--- config.mk ---
export PLATFORM = sky130hd
export DESIGN_NAME = pcx_rle_decoder
export DESIGN_NICKNAME = d
export VERILOG_FILES = /design/src/sv/pcxrle_pkg.sv /design/src/sv/pcx_rle_decoder.sv /design/src/sv/pcxrle_ctrl.sv /design/src/sv/pcxrle_dp.sv
export VERILOG_INCLUDE_DIRS = /design/src /design/src/sv
export SDC_FILE = /design/constraint.sdc
export NUM_CORES = 1
export LEC_CHECK = 0
export ABC_AREA = 1
export BUFFER_PORTS_ARGS = -buffer_cell sky130_fd_sc_hd__buf_4
export CELL_PAD_IN_SITES_DETAIL_PLACEMENT = 0
export CELL_PAD_IN_SITES_GLOBAL_PLACEMENT = 1
export CORE_MARGIN = 3
export CORE_UTILIZATION = 41
export CTS_BUF_LIST = sky130_fd_sc_hd__clkbuf_8
export DETAILED_ROUTE_END_ITERATION = 10
export PLACE_DENSITY_LB_ADDON = 0.3
export SYNTH_ARGS = -nofsm -noshare
export SYNTH_HDL_FRONTEND = slang
export SYNTH_SLANG_ARGS = --single-unit
--- constraint.sdc ---
create_clock -name clk -period 2.8 [get_ports clk]
set_input_delay 0.42 -clock clk [delete_from_list [all_inputs] [get_ports clk]]
set_output_delay 0.42 -clock clk [all_outputs]
set_load 0.01 [all_outputs]
--- src/sv/pcx_rle_decoder_macros.svh ---
// Assertion macros shared by the PCX run-length decoder modules.
`ifndef PCX_RLE_DECODER_MACROS_SVH
`define PCX_RLE_DECODER_MACROS_SVH

// Same-cycle implication, checked on clk, masked while rst_n is low.
`define PCX_ASSERT_NOW(label, ante, cons, msg) \
  label: assert property (@(posedge clk) disable iff (!rst_n) (ante) |-> (cons)) \
    else $error(msg);

// Next-cycle implication, checked on clk, masked while rst_n is low.
`define PCX_ASSERT_NEXT(label, ante, cons, msg) \
  label: assert property (@(posedge clk) disable iff (!rst_n) (ante) |=> (cons)) \
    else $error(msg);

`endif

--- src/sv/pcxrle_pkg.sv ---
// Shared types and constants of the PCX run-length decoder.
`timescale 1ns / 1ps

package pcxrle_pkg;

  localparam int unsigned BYTE_W = 8;
  localparam int unsigned RUN_W  = 6;
  localparam int unsigned CNT_W  = 21;
  localparam int unsigned IDX_W  = 20;

  // Count byte marker and run length field
  localparam logic [BYTE_W-1:0] RUN_MARK = 8'hC0;
  localparam logic [BYTE_W-1:0] RUN_MASK = 8'h3F;

  localparam logic [CNT_W-1:0] IMG_PIX_RESET = 21'd64000;

  // Commands from controller to datapath
  typedef struct packed {
    logic accept;  // take the input beat
    logic emit;    // load one pixel into the output register
  } ctl_cmd_t;

  // Status from datapath to controller
  typedef struct packed {
    logic start_run;  // accepted beat opens a non-empty run
    logic emit_last;  // pixel being emitted ends the run
    logic slot_free;  // output register can take a pixel this cycle
  } dp_sts_t;

endpackage

--- src/sv/pcx_rle_decoder.sv ---
// Top level of the PCX run-length decoder: controller plus datapath.
//
// Usage:
//   in_*  : one compressed PCX pixel byte per beat (in_tdata[7:0]).
//   out_* : one decoded pixel per beat; out_tdata holds the pixel value and
//           its linear index, out_tlast marks the last pixel of the byte's
//           run, out_tuser[0] marks the pixel that fills the image.
//   cfg_* : cfg_we writes cfg_wdata as the image pixel count; write only idle.
// Timing: the byte (or run's value byte) is taken, the controller enters
//   its emit state, then each pixel is loaded into the output register. A
//   count byte only loads the run length. Run expansion is paced by the single
//   output register, one pixel per cycle while out_tready is high.
// Reset: rst_n (synchronous, low) clears the pixel counter and run state
//   and sets the pixel count to 64000. After the count is reached every
//   byte is taken and dropped until reset.
// Stall: while out_tready is low the output register holds its beat; a run
//   pauses, and in_tready stays low until the run has been emitted.
`timescale 1ns / 1ps

module pcx_rle_decoder #(
  parameter int unsigned MAX_PIXELS = 1048576
) (
  input  logic        clk,
  input  logic        rst_n,
  input  logic        in_tvalid,
  output logic        in_tready,
  input  logic [7:0]  in_tdata,    // [7:0] data_byte
  output logic        out_tvalid,
  input  logic        out_tready,
  output logic [31:0] out_tdata,   // [7:0] pixel_value, [27:8] pixel_index, [31:28] zero
  output logic        out_tlast,   // run_last
  output logic [0:0]  out_tuser,   // [0] image_done
  input  logic        cfg_we,
  input  logic [20:0] cfg_wdata    // image_pixels
);

  pcxrle_pkg::ctl_cmd_t cmd;
  pcxrle_pkg::dp_sts_t  sts;

  logic [pcxrle_pkg::BYTE_W-1:0] pix_value;
  logic [pcxrle_pkg::IDX_W-1:0]  pix_index;
  logic                          pix_done;

  pcxrle_ctrl u_ctrl (
    .clk       (clk),
    .rst_n     (rst_n),
    .in_tvalid (in_tvalid),
    .in_tready (in_tready),
    .sts       (sts),
    .cmd       (cmd)
  );

  pcxrle_dp #(
    .MAX_PIXELS (MAX_PIXELS)
  ) u_dp (
    .clk        (clk),
    .rst_n      (rst_n),
    .cmd        (cmd),
    .sts        (sts),
    .in_byte    (in_tdata),
    .cfg_we     (cfg_we),
    .cfg_wdata  (cfg_wdata),
    .out_tvalid (out_tvalid),
    .out_tready (out_tready),
    .out_value  (pix_value),
    .out_index  (pix_index),
    .out_last   (out_tlast),
    .out_done   (pix_done)
  );

  // Pack result beat
  assign out_tdata = {4'b0, pix_index, pix_value};
  assign out_tuser = pix_done;

endmodule

--- src/sv/pcxrle_ctrl.sv ---
// Controller state machine of the PCX run-length decoder.
`timescale 1ns / 1ps
`include "pcx_rle_decoder_macros.svh"

module pcxrle_ctrl (
  input  logic                clk,
  input  logic                rst_n,
  input  logic                in_tvalid,
  output logic                in_tready,
  input  pcxrle_pkg::dp_sts_t sts,
  output pcxrle_pkg::ctl_cmd_t cmd
);

  typedef enum logic [1:0] {
    ST_IDLE = 2'b01,
    ST_EMIT = 2'b10
  } state_t;

  state_t state_r;
  state_t state_nxt;

  // Take input only between runs
  assign in_tready  = (state_r == ST_IDLE);
  assign cmd.accept = in_tvalid && (state_r == ST_IDLE);
  assign cmd.emit   = (state_r == ST_EMIT) && sts.slot_free;

  // Next state
  always_comb begin
    state_nxt = state_r;
    unique case (state_r)
      ST_IDLE: begin
        if (cmd.accept && sts.start_run) begin
          state_nxt = ST_EMIT;
        end
      end
      ST_EMIT: begin
        if (cmd.emit && sts.emit_last) begin
          state_nxt = ST_IDLE;
        end
      end
      default: state_nxt = ST_IDLE;
    endcase
  end

  always_ff @(posedge clk) begin
    if (!rst_n) begin
      state_r <= ST_IDLE;
    end else begin
      state_r <= state_nxt;
    end
  end

  `PCX_ASSERT_NOW(a_no_emit_while_ready, in_tready, !cmd.emit, "pixel emitted while taking input")
  `PCX_ASSERT_NEXT(a_last_ends_run, cmd.emit && sts.emit_last, in_tready, "run did not end on last pixel")

endmodule

--- src/sv/pcxrle_dp.sv ---
// Datapath of the PCX run-length decoder: run state, pixel counter, output register.
`timescale 1ns / 1ps
`include "pcx_rle_decoder_macros.svh"

module pcxrle_dp #(
  parameter int unsigned MAX_PIXELS = 1048576
) (
  input  logic                                clk,
  input  logic                                rst_n,
  input  pcxrle_pkg::ctl_cmd_t                cmd,
  output pcxrle_pkg::dp_sts_t                 sts,
  input  logic [pcxrle_pkg::BYTE_W-1:0]       in_byte,
  input  logic                                cfg_we,
  input  logic [pcxrle_pkg::CNT_W-1:0]        cfg_wdata,
  output logic                                out_tvalid,
  input  logic                                out_tready,
  output logic [pcxrle_pkg::BYTE_W-1:0]       out_value,
  output logic [pcxrle_pkg::IDX_W-1:0]        out_index,
  output logic                                out_last,
  output logic                                out_done
);

  localparam int unsigned MAXW_W = 25;
  localparam logic [MAXW_W-1:0] MAX_W = MAXW_W'(MAX_PIXELS);

  logic [pcxrle_pkg::CNT_W-1:0]  img_pix_r, img_pix_nxt;
  logic                          awaiting_r, awaiting_nxt;
  logic [pcxrle_pkg::RUN_W-1:0]  run_len_r, run_len_nxt;
  logic [pcxrle_pkg::CNT_W-1:0]  pix_cnt_r, pix_cnt_nxt;
  logic [pcxrle_pkg::RUN_W-1:0]  rem_r, rem_nxt;
  logic [pcxrle_pkg::BYTE_W-1:0] value_r, value_nxt;
  logic                          ovalid_r, ovalid_nxt;
  logic [pcxrle_pkg::BYTE_W-1:0] ovalue_r, ovalue_nxt;
  logic [pcxrle_pkg::IDX_W-1:0]  oindex_r, oindex_nxt;
  logic                          olast_r, olast_nxt;
  logic                          odone_r, odone_nxt;

  logic [pcxrle_pkg::CNT_W-1:0]  limit;
  logic [pcxrle_pkg::CNT_W:0]    cnt_inc;
  logic                          img_full;
  logic                          at_end;
  logic                          is_count;
  logic [pcxrle_pkg::RUN_W-1:0]  byte_len;

  // Effective limit: smaller of the register and the build maximum
  assign limit = ({4'b0, img_pix_r} > MAX_W) ? MAX_W[pcxrle_pkg::CNT_W-1:0] : img_pix_r;

  assign img_full = (pix_cnt_r >= limit);
  assign cnt_inc  = {1'b0, pix_cnt_r} + {{pcxrle_pkg::CNT_W{1'b0}}, 1'b1};
  assign at_end   = (cnt_inc >= {1'b0, limit});
  assign is_count = ((in_byte & pcxrle_pkg::RUN_MARK) == pcxrle_pkg::RUN_MARK);
  assign byte_len = pcxrle_pkg::RUN_W'(in_byte & pcxrle_pkg::RUN_MASK);

  // Status to the controller
  assign sts.slot_free = !ovalid_r || out_tready;
  assign sts.emit_last = (rem_r == pcxrle_pkg::RUN_W'(1)) || at_end;
  assign sts.start_run = !img_full && (awaiting_r ? (run_len_r != '0) : !is_count);

  // Decode accepted beat, step the run
  always_comb begin
    img_pix_nxt  = img_pix_r;
    awaiting_nxt = awaiting_r;
    run_len_nxt  = run_len_r;
    pix_cnt_nxt  = pix_cnt_r;
    rem_nxt      = rem_r;
    value_nxt    = value_r;
    if (cfg_we) begin
      img_pix_nxt = cfg_wdata;
    end
    if (cmd.accept && !img_full) begin
      if (awaiting_r) begin
        awaiting_nxt = 1'b0;
        run_len_nxt  = '0;
        rem_nxt      = run_len_r;
        value_nxt    = in_byte;
      end else if (is_count) begin
        awaiting_nxt = 1'b1;
        run_len_nxt  = byte_len;
      end else begin
        rem_nxt   = pcxrle_pkg::RUN_W'(1);
        value_nxt = in_byte;
      end
    end
    if (cmd.emit) begin
      pix_cnt_nxt = cnt_inc[pcxrle_pkg::CNT_W-1:0];
      rem_nxt     = rem_r - pcxrle_pkg::RUN_W'(1);
    end
  end

  // Output register: load on emit, drop when taken
  always_comb begin
    ovalid_nxt = ovalid_r;
    ovalue_nxt = ovalue_r;
    oindex_nxt = oindex_r;
    olast_nxt  = olast_r;
    odone_nxt  = odone_r;
    if (cmd.emit) begin
      ovalid_nxt = 1'b1;
      ovalue_nxt = value_r;
      oindex_nxt = pix_cnt_r[pcxrle_pkg::IDX_W-1:0];
      olast_nxt  = sts.emit_last;
      odone_nxt  = at_end;
    end else if (out_tready) begin
      ovalid_nxt = 1'b0;
    end
  end

  always_ff @(posedge clk) begin
    if (!rst_n) begin
      img_pix_r  <= pcxrle_pkg::IMG_PIX_RESET;
      awaiting_r <= 1'b0;
      run_len_r  <= '0;
      pix_cnt_r  <= '0;
      ovalid_r   <= 1'b0;
    end else begin
      img_pix_r  <= img_pix_nxt;
      awaiting_r <= awaiting_nxt;
      run_len_r  <= run_len_nxt;
      pix_cnt_r  <= pix_cnt_nxt;
      ovalid_r   <= ovalid_nxt;
    end
  end

  always_ff @(posedge clk) begin
    rem_r    <= rem_nxt;
    value_r  <= value_nxt;
    ovalue_r <= ovalue_nxt;
    oindex_r <= oindex_nxt;
    olast_r  <= olast_nxt;
    odone_r  <= odone_nxt;
  end

  assign out_tvalid = ovalid_r;
  assign out_value  = ovalue_r;
  assign out_index  = oindex_r;
  assign out_last   = olast_r;
  assign out_done   = odone_r;

  `PCX_ASSERT_NOW(a_done_ends_run, ovalid_r && odone_r, olast_r, "final pixel not marked last")
  `PCX_ASSERT_NEXT(a_emit_counts, cmd.emit, pix_cnt_r == $past(pix_cnt_r) + 21'd1, "counter did not advance")

endmodule
; Word-level counts from Yosys, hierarchy flattened
; Index checks and enable logic that the tools add are counted.
[op_classes]
addsub = 2
mul = 0
n_div = 0
magnitude_cmp = 3
n_eq_ne = 8
shift = 0
mux = 17
bitwise = 0
reduce_logical = 19
[ops]
columns = operator, count
row1 = $mux 6, 6
row2 = $add 21x1->22 const B, 1
row3 = $ge 22x21->1, 1
row4 = $ge 21x21->1, 1
row5 = $gt 21x21->1 const B, 1
row6 = $mux 21, 1
row7 = $mux 8, 2
row8 = $reduce_and 2->1, 4
row9 = $eq 6x1->1 const B, 1
row10 = $logic_and 1x1->1, 6
row11 = $reduce_bool 2->1, 3
row12 = $reduce_bool 6->1, 1
row13 = $sub 6x1->6 const B, 1
row14 = $mux 1, 5
row15 = $eq 2x2->1 const B, 2
row16 = $mux 2, 2
row17 = $ne 2x1->1 const B, 2
row18 = $pmux 2 s2, 1
row19 = $logic_not 1->1, 3
row20 = $ne 3x2->1 const B, 1
row21 = $eq 2x1->1 const B, 1
row22 = $logic_or 1x1->1, 2
row23 = $ne 2x2->1 const B, 1
[word_totals]
register_bits = 96
latchBits = 0
mem_bits_rw = 0
mem_bits_ro = 0
inputBits = 34
out_inout_bits = 36
word_cells = 61
mem_count = 0

; Longest topological paths before layout
; Gate-level depths: netlist of run 1.
[logic_depth]
ltp_word = 8
ltp_mapped = 21
depth_no_buf = 21

; Hierarchy
; From an unflattened synthesis of run 1, not the netlist that was laid out.
[unflattened]
hier_cells = 613
area_unflattened_um2 = 5136.2
[by_module_without_submodules]
columns = module, n_inst, cells_per_inst, area_each_um2, seq_area_each_um2
row1 = pcxrle_dp, 1, 592, 4986.0, 2322.2
row2 = pcxrle_ctrl, 1, 16, 116.4, 40.0
row3 = pcx_rle_decoder, 1, 5, 33.8, 0.0

; Worst setup path before layout of run 1
; Ideal clock, no wire load.
[synth_timing]
kind = register to register
from = register u_dp.img_pix_r[12] (netlist bit)
to = register u_dp.value_r[0] (netlist bit) (enable)
setup_ps = 374
arrival_time_ps = 2586
setup_slack_ps = -160
path_stages_with_launch = 15
synth_period_minus_slack_ps = 2960
path_cell_list = dfxtp_1 -> nor4_1 -> nand3_1 -> nand3b_1 -> nand2_1 -> buf_4 -> nand2_1 -> ha_1 -> a21oi_1 -> o21ai_0 -> nand2_1 -> nand3_1 -> nor2_4 -> nand2_2 -> nor2_1
[synth_between]
elab_chain_len = 6
[synth_lines]
columns = element, line
row1 = start: declaration, pcxrle_dp.sv:26  ; logic [pcxrle_pkg::CNT_W-1:0] img_pix_r, img_pix_nxt;
row2 = start signal: assignment, pcxrle_dp.sv:110  ; img_pix_r <= pcxrle_pkg::IMG_PIX_RESET;
row3 = start signal: assignment, pcxrle_dp.sv:116  ; img_pix_r <= img_pix_nxt;
row4 = $gt 21x21->1, pcxrle_dp.sv:46  ; assign limit = ({4'b0, img_pix_r} > MAX_W) ? MAX_W[pcxrle_pkg::CNT_W-1:0] : img_pix_r;
row5 = $mux 21 *, pcxrle_dp.sv:46
row6 = $ge 21x21->1 *, pcxrle_dp.sv:48  ; assign img_full = (pix_cnt_r >= limit);
row7 = $logic_not 1->1 *, pcxrle_dp.sv:70  ; if (cmd.accept && !img_full) begin
row8 = $logic_and 1x1->1 *, pcxrle_dp.sv:70
row9 = $reduce_and 2->1 (no line) *, n/a
row10 = end signal: assignment, pcxrle_dp.sv:126  ; value_r <= value_nxt;
row11 = end: declaration, pcxrle_dp.sv:31  ; logic [pcxrle_pkg::BYTE_W-1:0] value_r, value_nxt;
; Mark *: on every way between the ends. The rest lies on a longest branch, timed or not.
; A chain may end at the register's enable or synchronous reset.

; Worst setup path after layout of run 1
[layout_timing]
from = register u_dp.img_pix_r[1] (netlist bit)
to = register u_dp.rem_r[5] (netlist bit) (enable)
[layout_between]
elab_chain_len = 7
[layout_lines]
columns = element, line
row1 = $gt 21x21->1, pcxrle_dp.sv:46
row2 = $mux 21 *, pcxrle_dp.sv:46
row3 = $ge 21x21->1 *, pcxrle_dp.sv:48
row4 = $logic_not 1->1 *, pcxrle_dp.sv:70
row5 = $logic_and 1x1->1 *, pcxrle_dp.sv:70
row6 = $reduce_bool 2->1 (no line) *, n/a
row7 = $reduce_and 2->1 (no line) *, n/a
row8 = end signal: assignment, pcxrle_dp.sv:125  ; rem_r <= rem_nxt;
row9 = end: declaration, pcxrle_dp.sv:30  ; logic [pcxrle_pkg::RUN_W-1:0] rem_r, rem_nxt;
; Marks and branches as above.

==> results of run 1 <==
## cell families (layout without fill, tap and decap cells)
family          count (synthesis)  in the layout  synth area share
simple gates                  254            255             0.237
fa+ha+maj                      45             45             0.109
flops                          96             96             0.457
other cells                     1              4          0.000725
xor+xnor                       20             20            0.0339
buf+inv                        84            232            0.0653
compound gates                 96             96            0.0973
## worst max-delay path, delay by kind of cell, from the launching register on
kind,cells,cell delay [ps]
AOI/OAI and AO/OA,4,600
adders and majority gates,1,220
buffers and inverters,2,280
DFF,1,360
and+or+nand+nor,8,1010
## metal layers
metal  track usage  vias up  routed length, um
met1         0.258     2120               6500
met4        0.0674        0                251
met5             0        -                  0
met3        0.0450       15                522
li1              -     2290                  -
met2         0.307       88               6500
## area by class of cell
cell class / count / area (um^2) / area share
Clock inverter: 7 / 71.3 / 0.00985
Tap cell: 168 / 210 / 0.0290
Multi-Input combinational cell: 420 / 3020 / 0.417
Inverter: 64 / 240 / 0.0332
Clock buffer: 9 / 124 / 0.0171
Sequential cell: 96 / 2390 / 0.330
Timing Repair Buffer: 152 / 1190 / 0.164
## metrics by stage
step	instance area (um^2)	power [W]	TNS, ps
after floorplan	5190	0.00191	-76.6
after global placement	6290	0.00214	-2680
after detailed placement	6290	0.00215	-3540
after CTS	6700	0.00312	-43.2
after global routing	7240	0.00335	-3400
final	7240	0.00320	0
## sequential cells by signal, summed over array words and instances, names as in the netlist, 2 cells and up
register        count
u_dp.out_value      8
u_dp.out_index     20
u_dp.pix_cnt_r     21
u_ctrl.state_r      2
u_dp.value_r        8
u_dp.img_pix_r     21
u_dp.run_len_r      6
u_dp.rem_r          6
## final timing paths
path,cells after the start,startpoint,to
setup / recovery,15,u_dp.img_pix_r[1],u_dp.rem_r[5]
setup reg to reg,15,u_dp.img_pix_r[1],u_dp.rem_r[5]
hold reg to reg,0,u_dp.value_r[2],u_dp.out_value[2]
hold / removal,1,in_tdata[7],u_dp.value_r[7]
## placed cells by master, fill, tap and decap left out, drive strengths merged
master	netlist	routed
clkinvlp	0	1
a211oi	1	1
o21bai	2	2
nor4	6	6
edfxtp	44	44
xor2	17	17
and3	1	1
o21ai	44	44
xnor2	3	3
buf	6	152
nor3b	1	1
conb	1	4
nor3	7	7
o22ai	2	2
a21oi	43	43
inv	64	67
a31oi	1	1
nand3	28	28
bufinv	0	1
a21o	2	2
clkinv	0	2
nand3b	2	2
nand4	14	14
a21boi	1	1
dfxtp	52	52
nor2	75	76
clkbuf	14	9
nand2	120	120
ha	45	45
## power by group
group	total [W]	internal (W)	switching [W]	leakage [nW]
logic	0.000669	0.000307	0.000362	2.22
registers	0.00159	0.00154	0.0000511	0.836
clock network	0.000943	0.000416	0.000527	0.103
total	0.00320	0.00226	0.000941	3.16
## what timing repair did
action / 4_1_cts / 5_1_grt
endpoints found under the hold margin: 0 / 0
gates resized for setup: 39 / 86
endpoints found under the setup margin: 25 / 25
setup buffers: 8 / 14
pin swaps: 15 / 41
cloned: 0 / 1
==> parameters.txt, run 1 <==
Parameter                              Value

Status
  Run status ... complete, no violations

Clock tree
  Cts bufs inserted ... 9
  Maximum count of clock buffers along a single path ... 2
  Clock tree from TritonCTS ... built
  Maximum level of the CTS H-tree ... 3
  Clock sink count ... between 90 and 100
  Library cell used as clock root buffer ... sky130_fd_sc_hd__clkbuf_8
  Number of buffers added to fix hold violations after cts ... 0
  Clock input transition at the sequential cells of the worst setup and hold paths ... roughly 100 ps
  Clk Latency, worst-skew pair ... 390 ps

Logic synthesis
  Number of enable-type register cells in the synthesized netlist ... 44
  Most frequent cell after synthesis ... sky130_fd_sc_hd__nand2_1
  Post-synthesis sequential area ratio ... 0.457
  Area fraction of the dominant cell type after synthesis ... 0.256
  Synthesized cell area ... roughly 0.0052 mm^2
  Number of instances in the synthesized netlist ... between 500 and 600
  Async S/R FF share, synth ... 0
  Post-Synthesis Mean Instance Area ... around 8.7 um^2
  Yosys synthesis warning count ... 0
  Most area-hungry cell type in the Yosys netlist ... sky130_fd_sc_hd__edfxtp_1
  Post-synthesis cell type count ... 38
  Number of storage elements in the synthesis netlist ... 96
  Synth top area cells ... sky130_fd_sc_hd__edfxtp_1 26%, sky130_fd_sc_hd__dfxtp_1 20%, sky130_fd_sc_hd__ha_1 11%, sky130_fd_sc_hd__nand2_1 8.3%, sky130_fd_sc_hd__nor2_1 4.6%
  Synth Flop Type ... sky130_fd_sc_hd__dfxtp_1
  List of most frequent post-synthesis cells ... 115 x sky130_fd_sc_hd__nand2_1, 64 x sky130_fd_sc_hd__nor2_1, 62 x sky130_fd_sc_hd__inv_1, 52 x sky130_fd_sc_hd__dfxtp_1, 45 x sky130_fd_sc_hd__ha_1

Global route
  Total global routing track utilization ... 0.193
  Via count of the first global-routing pass ... roughly 4500
  Pin count of the biggest net entering global routing ... 37
  Global-route congestion overflow total ... 0
  First-pass GRT wire length ... 21600 um
  Number of antenna violations at the first check in global routing ... 0

Cells and area
  Net count, final ... a little over 800
  Filler Cells Inserted ... 1043
  Final cell utilization of the core ... 0.595
  Area Growth Syn to Fin ... 40.1%
  Antenna Diode Count ... 0
  Number of standard cells in the final layout excluding fillers ... 916
  Fraction of final layout cells sized beyond drive strength 1 ... 0.386

Routing
  Count of vias placed by the detailed router ... about 4500
  Residual antenna-violating net count after detailed routing ... 0
  Detail-routed net length per standard cell ... ~15 um
  Total detailed-routing wirelength ... 13800 um
  Number of DRC violations after detailed-routing iteration 0 ... ~320
  DRC violations left ... 0
  Pre-Repair DR Iteration Count ... 4
  Vias per std cell ... around 4.9

Critical path
  Critical path startpoint category ... flip-flop
  Worst stage delay on the critical path ... between 300 and 400 ps
  Critical path type ... reg2reg
  Crit path required time ... ~2900 ps
  Arrival time of data at the critical path endpoint ... roughly 2900 ps
  Critical-path cell list ... nor4_4 > nand3_1 > nand3b_1 > nand2_2 > buf_6 > buf_8 > nand2_4 > ha_4 > a21oi_2 > o21ai_1 > o21bai_1 > nand2_1 > nand3_4 > nand2_4 > o21ai_4
  Worst reg-to-reg setup slack ... 4 ps
  Critical path peak fanout ... 6
  Endpoint class of the critical path ... flip-flop
  Crit path top cell by count ... sky130_fd_sc_hd__nand2_4
  Slowest stage cell on the critical path ... sky130_fd_sc_hd__dfxtp_4

STA
  Number of endpoints with negative hold slack in the final report ... 0
  Fin crit share ... 0.998
  Count of endpoints failing setup in the final report ... 0
  Highest clock frequency the design can meet ... about 360 MHz
  Actual transition at the worst max-transition pin ... ~870 ps
  Max-slew violation total from the final report ... 0
  Setup repair after global routing missed its margin ... true
  Worst relative slew slack ... 0.420
  Min cycle time layout ... roughly 2800 ps
  Setup skew after layout ... around 10 ps
  PnR worst setup slack ... between 4 and 5 ps
  Worst hold slack after final layout ... ~210 ps

Power
  Power density normalized to cell area ... 442 mW/mm^2
  Leakage power figure ... roughly 3.2 nW
  Worst VDD drop ... approximately 0.33 mV

Worst hold path
  Hold Crit Class ... in2reg

Placed design
  Placed cell count ... 877
  Global placer's final weighted congestion ... approximately 0.89
  Estimated wirelength of the detail-placed design ... 10100 um
  Number of buffer cells added on primary ports ... 65
  Pre-CTS setup slack ... -194 ps

Floorplanning
  Core Footprint ... around 0.012 mm^2
  Overall die width ... roughly 120 um
  Initial cell density of the core ... 0.425
  Die Y-Extent ... about 120 um
  Boundary Pins ... 70
  Full die area ... between 0.01 and 0.015 mm^2
  # rows ... 40

Job
  Max_cap viols ... 0
(Power assumes the default switching activity.)
==> run 2, diff against run 1 <==
- clock period: 2.8 -> 2.2 ns (I/O delays scaled with it)
==> run 2 against run 1 <==
Against the previous run:
- the flow now finishes with violations (setup timing)
- critical path type unchanged
- core utilization is 4.6 points higher
- routed wire length is 0.68% lower
- die area stayed put
- largest cell class unchanged
- final cell count is 4.5% higher
==> parameters.txt, run 2 (synthesis results as in run 1) <==
Parameter                              Value

Routing
  Met3 WL ... 578 um (was 522 um)
  Met2 wire len ... 6760 um (was 6500 um)
  Vias per std cell ... 4.85 (was 4.93)
  Routed metal-1 wire length ... 6140 um (was 6500 um)
  Pre-Repair DR Iteration Count ... 5 (was 4)
  DRC violations left ... 0 (unchanged)
  Residual antenna-violating net count after detailed routing ... 0 (unchanged)
  Top Layer Used ... met4 (unchanged)
  Detail-routed net length per standard cell ... 14.3 um (was 15.0 um)
  Total detailed-routing wirelength ... 13700 um (was 13800 um)
  Number of DRC violations after detailed-routing iteration 0 ... 269 (was 315)
  Count of vias placed by the detailed router ... 4645 (was 4513)

Placed design
  Cell area after placement ... 0.00683 mm^2 (was 0.00629 mm^2)
  Global placer's final weighted congestion ... 0.853 (was 0.887)
  Number of buffer cells added on primary ports ... 65 (unchanged)
  Pre-CTS setup slack ... -847 ps (was -194 ps)
  Placed cell count ... 922 (was 877)
  Estimated wirelength of the detail-placed design ... 9880 um (was 10100 um)

STA
  PnR worst setup slack ... -648 ps (was 4.43 ps)
  Final total negative setup slack ... -14890 ps (was 0 ps)
  Worst relative slew slack ... 0.336 (was 0.420)
  Setup repair after global routing missed its margin ... true (unchanged)
  Highest clock frequency the design can meet ... 351 MHz (was 358 MHz)
  Count of endpoints failing setup in the final report ... 25 (was 0)
  Actual transition at the worst max-transition pin ... 995 ps (was 869 ps)
  Min cycle time layout ... 2850 ps (was 2800 ps)
  Fin crit share ... 1.29 (was 0.998)
  Max-slew violation total from the final report ... 0 (unchanged)
  Number of endpoints with negative hold slack in the final report ... 0 (unchanged)
  Setup skew after layout ... 16.3 ps (was 9.75 ps)

Global route
  Via count of the first global-routing pass ... 4672 (was 4471)
  Global-route congestion overflow total ... 0 (unchanged)
  Pin count of the biggest net entering global routing ... 37 (unchanged)
  Number of antenna violations at the first check in global routing ... 0 (unchanged)
  Total global routing track utilization ... 0.198 (was 0.193)
  First-pass GRT wire length ... 22300 um (was 21600 um)

Cells and area
  Fraction of final layout cells sized beyond drive strength 1 ... 0.446 (was 0.386)
  Leading cell type in the layout, fill and taps excluded ... sky130_fd_sc_hd__buf_4 (unchanged)
  Sequential standard cell area ... 0.00238 mm^2 (was 0.00239 mm^2)
  Most frequent cells in the layout ... 182 x sky130_fd_sc_hd__buf_4, 80 x sky130_fd_sc_hd__nand2_1, 58 x sky130_fd_sc_hd__inv_1, 56 x sky130_fd_sc_hd__nor2_1, 44 x sky130_fd_sc_hd__edfxtp_1 (was 143 x sky130_fd_sc_hd__buf_4, 88 x sky130_fd_sc_hd__nand2_1, 62 x sky130_fd_sc_hd__inv_1, 56 x sky130_fd_sc_hd__nor2_1, 44 x sky130_fd_sc_hd__edfxtp_1)
  Area occupied by multi-input gates ... 0.00328 mm^2 (was 0.00302 mm^2)
  Net count, final ... 863 (was 822)
  Area Growth Syn to Fin ... 50.9% (was 40.1%)
  Number of standard cells in the final layout excluding fillers ... 957 (was 916)
  Filler Cells Inserted ... 994 (was 1043)
  Final standard cell area without fillers ... 0.00780 mm^2 (was 0.00724 mm^2)
  Antenna Diode Count ... 0 (unchanged)

Clock tree
  Maximum level of the CTS H-tree ... 3 (unchanged)
  Maximum count of clock buffers along a single path ... 2 (unchanged)
  Clk Latency, worst-skew pair ... 400 ps (was 390 ps)
  Number of buffers added to fix hold violations after cts ... 0 (unchanged)
  Cts bufs inserted ... 9 (unchanged)
  Clock tree from TritonCTS ... built (unchanged)
  Clock sink count ... 96 (unchanged)
  Clock input transition at the sequential cells of the worst setup and hold paths ... 100 ps (about the same)
  Library cell used as clock root buffer ... sky130_fd_sc_hd__clkbuf_8 (unchanged)

Worst hold path
  Hold Crit Class ... in2reg (unchanged)

Critical path
  Critical path type ... reg2reg (unchanged)
  Critical path peak fanout ... 5 (was 6)
  Critical path startpoint category ... flip-flop (unchanged)
  Arrival time of data at the critical path endpoint ... 2960 ps (was 2870 ps)
  Endpoint class of the critical path ... flip-flop (unchanged)
  Crit path required time ... 2310 ps (was 2880 ps)

Status
  Run status ... finished, violations left (was complete, no violations)
  Violations in the final reports ... setup timing

Power
  Power density normalized to cell area ... 526 mW/mm^2 (was 442 mW/mm^2)
  Leakage power figure ... 3.40 nW (was 3.16 nW)
  Post-route total power ... 0.00410 W (was 0.00320 W)
  Worst VDD drop ... 0.316 mV (was 0.332 mV)

Floorplanning
  Boundary Pins ... 70 (unchanged)
  Die Y-Extent ... 118 um (unchanged)
  Initial cell density of the core ... 0.425 (unchanged)
  # rows ... 40 (unchanged)
  Core Footprint ... 0.0122 mm^2 (unchanged)
  Overall die width ... 118 um (unchanged)
  Full die area ... 0.0140 mm^2 (unchanged)

Job
  Max_cap viols ... 0 (unchanged)
## run 2: cell count changes in the layout (fill, tap and decap cells not counted), moves of 4 or more
cell	before	now
sky130_fd_sc_hd__buf_4	143	182
sky130_fd_sc_hd__ha_4	18	32
sky130_fd_sc_hd__inv_1	62	58
sky130_fd_sc_hd__nand2_4	6	14
sky130_fd_sc_hd__nand2_1	88	80
sky130_fd_sc_hd__ha_1	26	13
## run 2: area by class of cell
| type | count | share of cell area |
|---|---|---|
| flip-flops and latches | 96 | 0.306 |
| repair buffers | 193 | 0.193 |
| clock buffers | 9 | 0.0159 |
| multi-input cells | 420 | 0.420 |
| clock inverters | 7 | 0.00738 |
| inverters | 64 | 0.0308 |
| well taps | 168 | 0.0269 |
## run 2: where the power goes
part | switching (W) | total [W] | internal [W]
Clock | 0.000700 | 0.00113 | 0.000431
Combinational | 0.000502 | 0.000955 | 0.000453
Sequential | 0.0000557 | 0.00202 | 0.00196
Total | 0.00126 | 0.00410 | 0.00284
## run 2: per-layer routing
layer / vias up / track usage
met1: 2169 / 0.243
met2: 88 / 0.347
met4: 0 / 0.0505
li1: 2376 / -
met3: 12 / 0.0498
met5: - / 0
## run 2: what timing repair did
item | in CTS | in global routing
pin swaps | 52 | 21
endpoints found under the setup margin | 25 | 25
buffers inserted | 11 | 5
gates cloned | 3 | 1
gates resized for setup | 81 | 34
## run 2: worst paths after layout
kind | startpoint | to | slack [ps] | depth (start not counted)
max | u_dp.img_pix_r[3] | u_dp.value_r[1] | -650 | 16
min | in_tdata[7] | u_dp.value_r[7] | 110 | 1
max reg2reg | u_dp.img_pix_r[3] | u_dp.value_r[1] | -650 | 16
min reg2reg | u_dp.value_r[7] | u_dp.out_value[7] | 430 | 0
## run 2: through the flow
stage | hold WS, ps | utilization
5_1_grt | 86.8 | 0.642
2_1_floorplan | 400 | -
6_report | 112 | 0.642
4_1_cts | 99.1 | 0.622
3_5_place_dp | 407 | 0.562
3_3_place_gp | 401 | 0.562
## run 2: critical path, cell delays in order (launching register included)
cell                       delay, ps
sky130_fd_sc_hd__dfxtp_2         350
sky130_fd_sc_hd__nor4_4          280
sky130_fd_sc_hd__nand3_1          80
sky130_fd_sc_hd__nand3b_1        200
sky130_fd_sc_hd__nand2_2         170
sky130_fd_sc_hd__buf_6           130
sky130_fd_sc_hd__buf_8           120
sky130_fd_sc_hd__nand2_4          70
sky130_fd_sc_hd__ha_4            230
sky130_fd_sc_hd__a21oi_2         130
sky130_fd_sc_hd__o21ai_1          80
sky130_fd_sc_hd__o21bai_1        120
sky130_fd_sc_hd__nand2_1         120
sky130_fd_sc_hd__nand3_4         120
sky130_fd_sc_hd__nand2_4          90
sky130_fd_sc_hd__buf_12          130
sky130_fd_sc_hd__nor2_4          120
